--- src/design/b2bds_pkg.sv ---
`timescale 1ns / 1ps
// ----------------------------------------------------------------------------
// b2bds_pkg: shared types and constants for the binary to BCD digit scan
// Widths, conversion step counts and the job record passed from the
// converter to the digit scanner.
// ----------------------------------------------------------------------------
package b2bds_pkg;

    localparam int VALUE_W       = 32;
    localparam int DIGIT_W       = 4;
    localparam int COUNT_W       = 4;
    localparam int MAX_DIGITS    = 10;
    localparam int BCD_W         = MAX_DIGITS * DIGIT_W;
    localparam int BITS_PER_STEP = 4;
    localparam int CONV_STEPS    = VALUE_W / BITS_PER_STEP;
    localparam int STEP_W        = $clog2(CONV_STEPS);
    localparam int QUEUE_DEPTH   = 2;
    localparam int QPTR_W        = $clog2(QUEUE_DEPTH);
    localparam int QFILL_W       = $clog2(QUEUE_DEPTH + 1);

    localparam logic [COUNT_W-1:0] COUNT_RESET = COUNT_W'(3);

    // Converted value with its shown digit count
    typedef struct packed {
        logic [BCD_W-1:0]   bcd;
        logic [COUNT_W-1:0] count;
    } t_job;

    // Saturate a raw register value into the range 1..MAX_DIGITS
    function automatic logic [COUNT_W-1:0] eff_count(input logic [COUNT_W-1:0] raw);
        logic [COUNT_W-1:0] n;
        n = raw;
        if (n == '0) begin
            n = COUNT_W'(1);
        end else if (n > COUNT_W'(MAX_DIGITS)) begin
            n = COUNT_W'(MAX_DIGITS);
        end
        return n;
    endfunction

endpackage

--- src/design/b2bds_front.sv ---
`timescale 1ns / 1ps
// ----------------------------------------------------------------------------
// b2bds_front: request intake and binary to BCD converter
// Takes a value and converts it with shift-and-add-3, four bits per cycle,
// then pushes the packed BCD word and digit count into the job queue.
// ----------------------------------------------------------------------------
module b2bds_front (
    input  logic                             i_clk,
    input  logic                             i_rst_n,
    input  logic                             i_in_valid,
    output logic                             o_in_stall,
    input  logic [b2bds_pkg::VALUE_W-1:0]    i_value,
    input  logic [b2bds_pkg::COUNT_W-1:0]    i_count,
    input  logic                             i_full,
    output logic                             o_push,
    output b2bds_pkg::t_job                  o_job
);
    import b2bds_pkg::*;

    // Four shift-and-add-3 iterations on the BCD and binary words
    function automatic logic [BCD_W+VALUE_W-1:0] dabble4(input logic [BCD_W-1:0] bcd,
                                                         input logic [VALUE_W-1:0] bin);
        logic [BCD_W+VALUE_W-1:0] acc;
        acc = {bcd, bin};
        for (int k = 0; k < BITS_PER_STEP; k++) begin
            for (int d = 0; d < MAX_DIGITS; d++) begin
                if (acc[VALUE_W + d*DIGIT_W +: DIGIT_W] >= DIGIT_W'(5)) begin
                    acc[VALUE_W + d*DIGIT_W +: DIGIT_W] =
                        acc[VALUE_W + d*DIGIT_W +: DIGIT_W] + DIGIT_W'(3);
                end
            end
            acc = acc << 1;
        end
        return acc;
    endfunction

    logic                  r_busy;
    logic [STEP_W-1:0]     r_step;
    logic [VALUE_W-1:0]    r_bin;
    logic [BCD_W-1:0]      r_bcd;
    logic [COUNT_W-1:0]    r_count;

    logic [BCD_W+VALUE_W-1:0] n_acc;
    logic                     last_step;
    logic                     accept;

    assign n_acc      = dabble4(r_bcd, r_bin);
    assign last_step  = r_busy && (r_step == STEP_W'(CONV_STEPS - 1));
    assign o_push     = last_step && !i_full;
    assign o_in_stall = r_busy && !o_push;
    assign accept     = i_in_valid && !o_in_stall;

    assign o_job.bcd   = n_acc[VALUE_W +: BCD_W];
    assign o_job.count = r_count;

    always_ff @(posedge i_clk) begin
        if (!i_rst_n) begin
            r_busy <= 1'b0;
            r_step <= '0;
        end else if (accept) begin
            r_busy <= 1'b1;
            r_step <= '0;
        end else if (o_push) begin
            r_busy <= 1'b0;
        end else if (r_busy && !last_step) begin
            r_step <= r_step + STEP_W'(1);
        end
    end

    always_ff @(posedge i_clk) begin
        if (accept) begin
            r_bin   <= i_value;
            r_bcd   <= '0;
            r_count <= i_count;
        end else if (r_busy && !last_step) begin
            r_bin <= n_acc[VALUE_W-1:0];
            r_bcd <= n_acc[VALUE_W +: BCD_W];
        end
    end

endmodule

--- src/design/b2bds_queue.sv ---
`timescale 1ns / 1ps
// ----------------------------------------------------------------------------
// b2bds_queue: short job queue
// Small FIFO between the converter and the digit scanner so either side
// can stall without holding the other until the queue fills or empties.
// ----------------------------------------------------------------------------
module b2bds_queue (
    input  logic               i_clk,
    input  logic               i_rst_n,
    input  logic               i_push,
    input  b2bds_pkg::t_job    i_data,
    output logic               o_full,
    input  logic               i_pop,
    output b2bds_pkg::t_job    o_data,
    output logic               o_empty
);
    import b2bds_pkg::*;

    t_job                r_mem [QUEUE_DEPTH];
    logic [QPTR_W-1:0]   r_wr_ptr;
    logic [QPTR_W-1:0]   r_rd_ptr;
    logic [QFILL_W-1:0]  r_fill;

    assign o_full  = (r_fill == QFILL_W'(QUEUE_DEPTH));
    assign o_empty = (r_fill == '0);
    assign o_data  = r_mem[r_rd_ptr];

    always_ff @(posedge i_clk) begin
        if (!i_rst_n) begin
            r_wr_ptr <= '0;
            r_rd_ptr <= '0;
            r_fill   <= '0;
        end else begin
            if (i_push) begin
                r_wr_ptr <= (r_wr_ptr == QPTR_W'(QUEUE_DEPTH - 1)) ? '0
                                                                 : r_wr_ptr + QPTR_W'(1);
            end
            if (i_pop) begin
                r_rd_ptr <= (r_rd_ptr == QPTR_W'(QUEUE_DEPTH - 1)) ? '0
                                                                 : r_rd_ptr + QPTR_W'(1);
            end
            if (i_push && !i_pop) begin
                r_fill <= r_fill + QFILL_W'(1);
            end else if (i_pop && !i_push) begin
                r_fill <= r_fill - QFILL_W'(1);
            end
        end
    end

    always_ff @(posedge i_clk) begin
        if (i_push) begin
            r_mem[r_wr_ptr] <= i_data;
        end
    end

    a_no_overflow: assert property (@(posedge i_clk) disable iff (!i_rst_n)
        i_push |-> (!o_full || i_pop))
        else $error("job queue written while full");

    a_no_underflow: assert property (@(posedge i_clk) disable iff (!i_rst_n)
        i_pop |-> !o_empty)
        else $error("job queue read while empty");

endmodule

--- src/design/b2bds_back.sv ---
`timescale 1ns / 1ps
// ----------------------------------------------------------------------------
// b2bds_back: digit scanner
// Loads a converted job, left-aligns the shown digits and emits one digit
// per unstalled cycle through the output register, most significant first.
// ----------------------------------------------------------------------------
module b2bds_back (
    input  logic                           i_clk,
    input  logic                           i_rst_n,
    input  logic                           i_empty,
    input  b2bds_pkg::t_job                i_job,
    output logic                           o_pop,
    output logic                           o_out_valid,
    input  logic                           i_out_stall,
    output logic [b2bds_pkg::COUNT_W-1:0]  o_digit_index,
    output logic [b2bds_pkg::DIGIT_W-1:0]  o_bcd_digit,
    output logic                           o_last
);
    import b2bds_pkg::*;

    localparam int SHIFT_W = $clog2(BCD_W);

    logic                 r_valid;
    logic [COUNT_W-1:0]   r_idx;
    logic [COUNT_W-1:0]   r_cnt;
    logic [BCD_W-1:0]     r_digits;

    logic                 take;
    logic                 last;
    logic [SHIFT_W-1:0]   align;

    assign last  = (r_idx == (r_cnt - COUNT_W'(1)));
    assign take  = r_valid && !i_out_stall;
    assign o_pop = !i_empty && (!r_valid || (take && last));
    // drop the unshown upper digits by shifting the shown ones to the top
    assign align = SHIFT_W'((MAX_DIGITS - 32'(i_job.count)) * DIGIT_W);

    assign o_out_valid   = r_valid;
    assign o_digit_index = r_idx;
    assign o_bcd_digit   = r_digits[BCD_W-1 -: DIGIT_W];
    assign o_last        = last;

    always_ff @(posedge i_clk) begin
        if (!i_rst_n) begin
            r_valid <= 1'b0;
        end else if (o_pop) begin
            r_valid <= 1'b1;
        end else if (take && last) begin
            r_valid <= 1'b0;
        end
    end

    always_ff @(posedge i_clk) begin
        if (o_pop) begin
            r_idx    <= '0;
            r_cnt    <= i_job.count;
            r_digits <= i_job.bcd << align;
        end else if (take) begin
            r_idx    <= r_idx + COUNT_W'(1);
            r_digits <= r_digits << DIGIT_W;
        end
    end

    a_cnt_range: assert property (@(posedge i_clk) disable iff (!i_rst_n)
        r_valid |-> (r_cnt != '0 && r_cnt <= COUNT_W'(MAX_DIGITS)))
        else $error("digit count out of range in scanner");

    a_idx_below_cnt: assert property (@(posedge i_clk) disable iff (!i_rst_n)
        r_valid |-> (r_idx < r_cnt))
        else $error("digit index ran past digit count");

    a_digit_decimal: assert property (@(posedge i_clk) disable iff (!i_rst_n)
        r_valid |-> (o_bcd_digit <= DIGIT_W'(9)))
        else $error("non-decimal digit presented");

endmodule

--- src/design/binary_to_bcd_digit_scan.sv ---
`timescale 1ns / 1ps
// ----------------------------------------------------------------------------
// binary_to_bcd_digit_scan: binary to BCD converter with digit scan output
// Splits a 32-bit value into BCD digits and scans out the low digit_count
// digits, most significant shown digit first, one request per digit.
//
//  channel  | handshake                 | payload
//  ---------+---------------------------+---------------------------------
//  in       | i_in_valid / o_in_stall   | i_value[31:0]
//  out      | o_out_valid / i_out_stall | o_digit_index, o_bcd_digit, o_last
//  cfg      | i_cfg_valid / o_cfg_ready | i_cfg_data[3:0] (digit_count)
//
// Conversion uses shift-and-add-3, 4 bits per cycle; the scanner sends one
// digit per cycle while the output is not stalled. The converter takes a new
// value in the cycle it pushes the previous job, and a first digit passes the
// converter, the job queue and the scanner's output register. A two-entry
// job queue separates converter and scanner.
// Reset is synchronous, active low; digit_count resets to 3. No clearing pass.
// A stall on the output holds the scanner only; the converter runs on until
// the queue is full.
// ----------------------------------------------------------------------------
module binary_to_bcd_digit_scan (
    input  logic                           i_clk,
    input  logic                           i_rst_n,
    input  logic                           i_in_valid,
    output logic                           o_in_stall,
    input  logic [b2bds_pkg::VALUE_W-1:0]  i_value,
    output logic                           o_out_valid,
    input  logic                           i_out_stall,
    output logic [b2bds_pkg::COUNT_W-1:0]  o_digit_index,
    output logic [b2bds_pkg::DIGIT_W-1:0]  o_bcd_digit,
    output logic                           o_last,
    input  logic                           i_cfg_valid,
    output logic                           o_cfg_ready,
    input  logic [b2bds_pkg::COUNT_W-1:0]  i_cfg_data
);
    import b2bds_pkg::*;

    logic [COUNT_W-1:0] r_digit_count;
    logic [COUNT_W-1:0] count;
    logic               push;
    logic               pop;
    logic               full;
    logic               empty;
    t_job               push_job;
    t_job               pop_job;

    assign o_cfg_ready = 1'b1;
    assign count       = eff_count(r_digit_count);

    always_ff @(posedge i_clk) begin
        if (!i_rst_n) begin
            r_digit_count <= COUNT_RESET;
        end else if (i_cfg_valid && o_cfg_ready) begin
            r_digit_count <= i_cfg_data;
        end
    end

    b2bds_front u_front (
        .i_clk      (i_clk),
        .i_rst_n    (i_rst_n),
        .i_in_valid (i_in_valid),
        .o_in_stall (o_in_stall),
        .i_value    (i_value),
        .i_count    (count),
        .i_full     (full),
        .o_push     (push),
        .o_job      (push_job)
    );

    b2bds_queue u_queue (
        .i_clk   (i_clk),
        .i_rst_n (i_rst_n),
        .i_push  (push),
        .i_data  (push_job),
        .o_full  (full),
        .i_pop   (pop),
        .o_data  (pop_job),
        .o_empty (empty)
    );

    b2bds_back u_back (
        .i_clk         (i_clk),
        .i_rst_n       (i_rst_n),
        .i_empty       (empty),
        .i_job         (pop_job),
        .o_pop         (pop),
        .o_out_valid   (o_out_valid),
        .i_out_stall   (i_out_stall),
        .o_digit_index (o_digit_index),
        .o_bcd_digit   (o_bcd_digit),
        .o_last        (o_last)
    );

endmodule

--- config.mk ---
export PLATFORM = sky130hd
export DESIGN_NAME = binary_to_bcd_digit_scan
export DESIGN_NICKNAME = d
export VERILOG_FILES = /design/src/design/b2bds_pkg.sv /design/src/design/b2bds_front.sv /design/src/design/b2bds_queue.sv /design/src/design/b2bds_back.sv /design/src/design/binary_to_bcd_digit_scan.sv
export SDC_FILE = /design/constraint.sdc
export NUM_CORES = 1
export LEC_CHECK = 0
export BUFFER_PORTS_ARGS = -buffer_cell sky130_fd_sc_hd__buf_4
export CELL_PAD_IN_SITES_DETAIL_PLACEMENT = 1
export CELL_PAD_IN_SITES_GLOBAL_PLACEMENT = 1
export CORE_MARGIN = 1.5
export CORE_UTILIZATION = 50
export CTS_CLUSTER_DIAMETER = 120
export DETAILED_ROUTE_END_ITERATION = 10
export GPL_TIMING_DRIVEN = 0
export PLACE_DENSITY_LB_ADDON = 0.1
export SLEW_MARGIN = 10
export SYNTH_ARGS = -nofsm -noshare
export SYNTH_HDL_FRONTEND = slang
export SYNTH_HIERARCHICAL = 1
export SYNTH_SLANG_ARGS = --single-unit
--- constraint.sdc ---
create_clock -name i_clk -period 4.8 [get_ports i_clk]
set_input_delay 0.48 -clock i_clk [delete_from_list [all_inputs] [get_ports i_clk]]
set_output_delay 0.48 -clock i_clk [all_outputs]
set_load 0.05 [all_outputs]
==> results.py <==
metrics = {
    "run_status": {
        "status": "finished, final reports clean",
    },
    "detailed_routing": {
        "wl_um": 48800,
        "via_per_inst": 6.34,
        "vias": 13500,
        "dr.pass1.iters": 5,
        "drc": 0,
        "drt_iter0_markers": 999,
        "wl_per_cell_um": 23.0,
        "ant_nets": 0,
    },
    "die": {
        "die_h_um": 181,
        "ioPinCount": 53,
        "core-area_sq_mm": 0.0314,
        "start_util_pct": 50.6,
        "row_count": 65,
        "dieArea_sq_mm": 0.0328,
        "die_width_um": 181,
    },
    "synthesis": {
        "syn-mean-instance-area_sq_um": 9.77,
        "yosysWarnings": 6,
        "synth.top_cells.by_count": "nand2_1, edfxtp_1, nor2_1, a21oi_1, o21ai_0",
        "synth.top_cell.area_share_pct": 31.8,
        "synth_edf_count": 168,
        "synth_top_area_cell": "edfxtp_1",
        "syn_area_sq_mm": 0.0159,
        "yosysMostFrequentCell": "nand2_1",
        "synth_cell_types": 116,
        "ys_seq_area_share_pct": 39.1,
        "ys_async_sr_fraction_pct": 0,
        "synth_area_leaders": "edfxtp_1, dfxtp_1, nand2_1, mux2_2, mux2i_1",
        "synthFlopType": "edfxtp_1",
        "syn_inst": 1626,
        "ys_ff_latch": 226,
        "syn_nets": 1705,
    },
    "clock_tree": {
        "cts_tree": "built",
        "cts.hold.buffers_added": 0,
        "htreeDepth": 1,
        "cts_buffers": 24,
        "numClockSinks": 226,
        "clock_path_buffers": 3,
        "clk_latency_ns": 0.52,
        "cts_setup_buffers": 0,
        "clk_pin_slew_ns": 0.07,
        "root_buffer": "clkbuf_16",
    },
    "critical_path": {
        "critPathCaptureType": "flop",
        "critPathArrivalTime_ns": 4.77,
        "worst_path_max_delay_cell": "mux2i_4",
        "r2r_start": "u_front/r_bcd[4]",
        "crit_family": "compound AO/OA/AOI/OAI gates",
        "r2r_end": "u_queue/r_mem[1][11]",
        "reg2reg_depth": 14,
        "ff2ff_setup_slack_ns": 0.26,
        "path_max_fanout": 8,
        "required_ns": 5.03,
        "path_class": "flop to flop",
        "cp_num_cells": 14,
        "cp-start-kind": "flop",
        "cp.buffers_inverters": 3,
        "path_cells": "inv_1, ha_1, nand2b_1, a21oi_2, mux2i_4, a21oi_1, o22ai_2, clkinv_1, ha_1, inv_1, o211ai_1, o21ai_0, a2bb2oi_1, mux2i_1",
        "max_stage_delay_ns": 0.44,
    },
    "worst_hold_path": {
        "holdPathEnd": "r_digit_count[1]",
        "hold_class": "input pin to flop",
        "worstHoldStart": "i_cfg_data[1]",
        "hold_depth": 3,
    },
    "layout": {
        "finish.net_count": 1784,
        "n_fill_cell": 3510,
        "drive_gt1_share_pct": 18.6,
        "area_growth_pct": 11.5,
        "antennaDiodeCount": 0,
    },
    "placement": {
        "dp.final_hpwl_um": 35600,
        "routabilityCongestion": 0.937,
        "io_buffers": 50,
        "preCtsSetupSlack_ns": 0.0450,
    },
    "timing": {
        "worst_pin_slew_ns": 1.07,
        "setup_slack_ns": 0.256,
        "slew_violations": 0,
        "clock_skew_ns": 0.00976,
        "slew_headroom_pct": 26.8,
        "hold_viol_final": 0,
        "period_share_pct": 94.7,
        "setup-violations-final": 0,
        "min_period_ns": 4.54,
        "max_freq_ghz": 0.220,
    },
    "global_route": {
        "grt_pass1_vias": 13700,
        "grt_pass1_wl_um": 76300,
        "grt_usage_pct": 29.2,
        "antenna_found_initial": 0,
        "grt_max_degree": 41,
        "overflow": 0,
    },
    "job": {
        "max_cap_violations": 0,
    },
}
## layer usage
metal  track usage, %  part of all wire, %  vias up
li1                 -                    -     6323
met3             2.54                  4.3       98
met1             38.3                   43     6709
met5                0                    0        -
met2             50.1                   49      334
met4             11.1                  3.5        0
## worst register-to-register path, delay by kind of cell, from the launching register on
family                   cells  cell delay [ns]
AO/OA/AOI/OAI                6             1.81
adder cells (fa/ha/maj)      2             0.61
buffers and inverters        3             0.61
flip-flops                   1             0.41
multiplexers                 2             0.68
AND/OR/NAND/NOR              1             0.13
## cells in the final DEF (no fill, tap or decap), types with 12 or more instances in the layout
cell type and count:
a22o_1 15, mux2_2 67, nand2_1 211, o31ai_1 17
o22ai_1 12, ha_1 38, and2_1 17, clkbuf_16 27
a31oi_1 20, dfxtp_1 58, nor3_1 46, inv_1 42
nor2_1 109, o21a_1 19, mux2i_1 50, or3_1 15
buf_4 66, mux4_2 16, o211ai_1 15, o21ai_0 71
a211oi_1 27, a21oi_1 72, a21o_1 15, o21ai_1 12
mux2_4 29, nand3_1 65, edfxtp_1 168, buf_2 19
clkbuf_1 47, nand2b_1 24, xnor2_1 14, a22oi_1 12
## cell type report
class / instances / area (sq um) / area share, %
timing repair buffer: 53 / 435 / 2.46
tap: 402 / 503 / 2.84
sequential: 226 / 6210 / 35.0
clock inverter: 14 / 145 / 0.820
clock buffer: 30 / 707 / 3.99
multi-input combinational: 1257 / 9010 / 50.9
inverter: 50 / 195 / 1.10
buffer: 93 / 507 / 2.86
## worst max path at each step
stage | slack (ns) | start | end
6_report | 0.26 | u_front/r_bcd[4] | u_queue/r_mem[1][11]
4_1_cts | 0.11 | u_front/r_bcd[4] | u_queue/r_mem[1][11]
3_3_place_gp | 0.01 | u_front/r_step[0] | u_queue/r_mem[0][6]
5_1_grt | -0.009 | u_front/r_bcd[4] | u_queue/r_mem[0][10]
3_5_place_dp | 0.05 | u_front/r_bcd[4] | u_queue/r_mem[1][10]
2_1_floorplan | 1.05 | u_front/r_bcd[4] | u_front/r_bcd[13]
## stage by stage
step	setup TNS [ns]	util [%]	cell area [sq um]	hold slack [ns]	cells
3_3_place_gp	0	53.4	16800	0.426	2078
3_5_place_dp	0	53.6	16800	0.436	2081
2_1_floorplan	0	-	15900	0.421	1626
4_1_cts	0	56.3	17700	0.204	2125
6_report	0	56.4	17700	0.212	2125
5_1_grt	-0.0169	56.4	17700	0.218	2125
## cell families (layout without fill, tap and decap cells)
family                   after synthesis  after routing  share of synthesized area [%]
AND/OR/NAND/NOR                      563            563                           16.8
AO/OA/AOI/OAI                        450            450                           20.6
flip-flops                           226            226                           39.1
multiplexers                         166            166                           13.3
buffers and inverters                143            240                           4.42
adder cells (fa/ha/maj)               45             45                           3.46
XOR/XNOR                              32             32                           2.39
other                                  1              1                         0.0236
## flip-flops by register name, summed over array words and instances, names as in the netlist, 2 cells and up, named ones only
name and count:
u_back/o_digit_index 4, u_front/r_count 4, r_digit_count 4, u_front/r_bin 32, u_back/r_digits 40, u_front/r_step 3, u_queue/r_mem 88, u_back/r_cnt 4
u_front/r_bcd 40, u_queue/r_fill 2
## what timing repair did
item / CTS / global route
pin swaps: 0 / 0
resized for setup: 1 / 3
setup endpoints to repair: 2 / 10
Power is left out: the tool's default activity adds up to more than one toggle a clock period on the data nets, which glitch-free logic cannot reach.
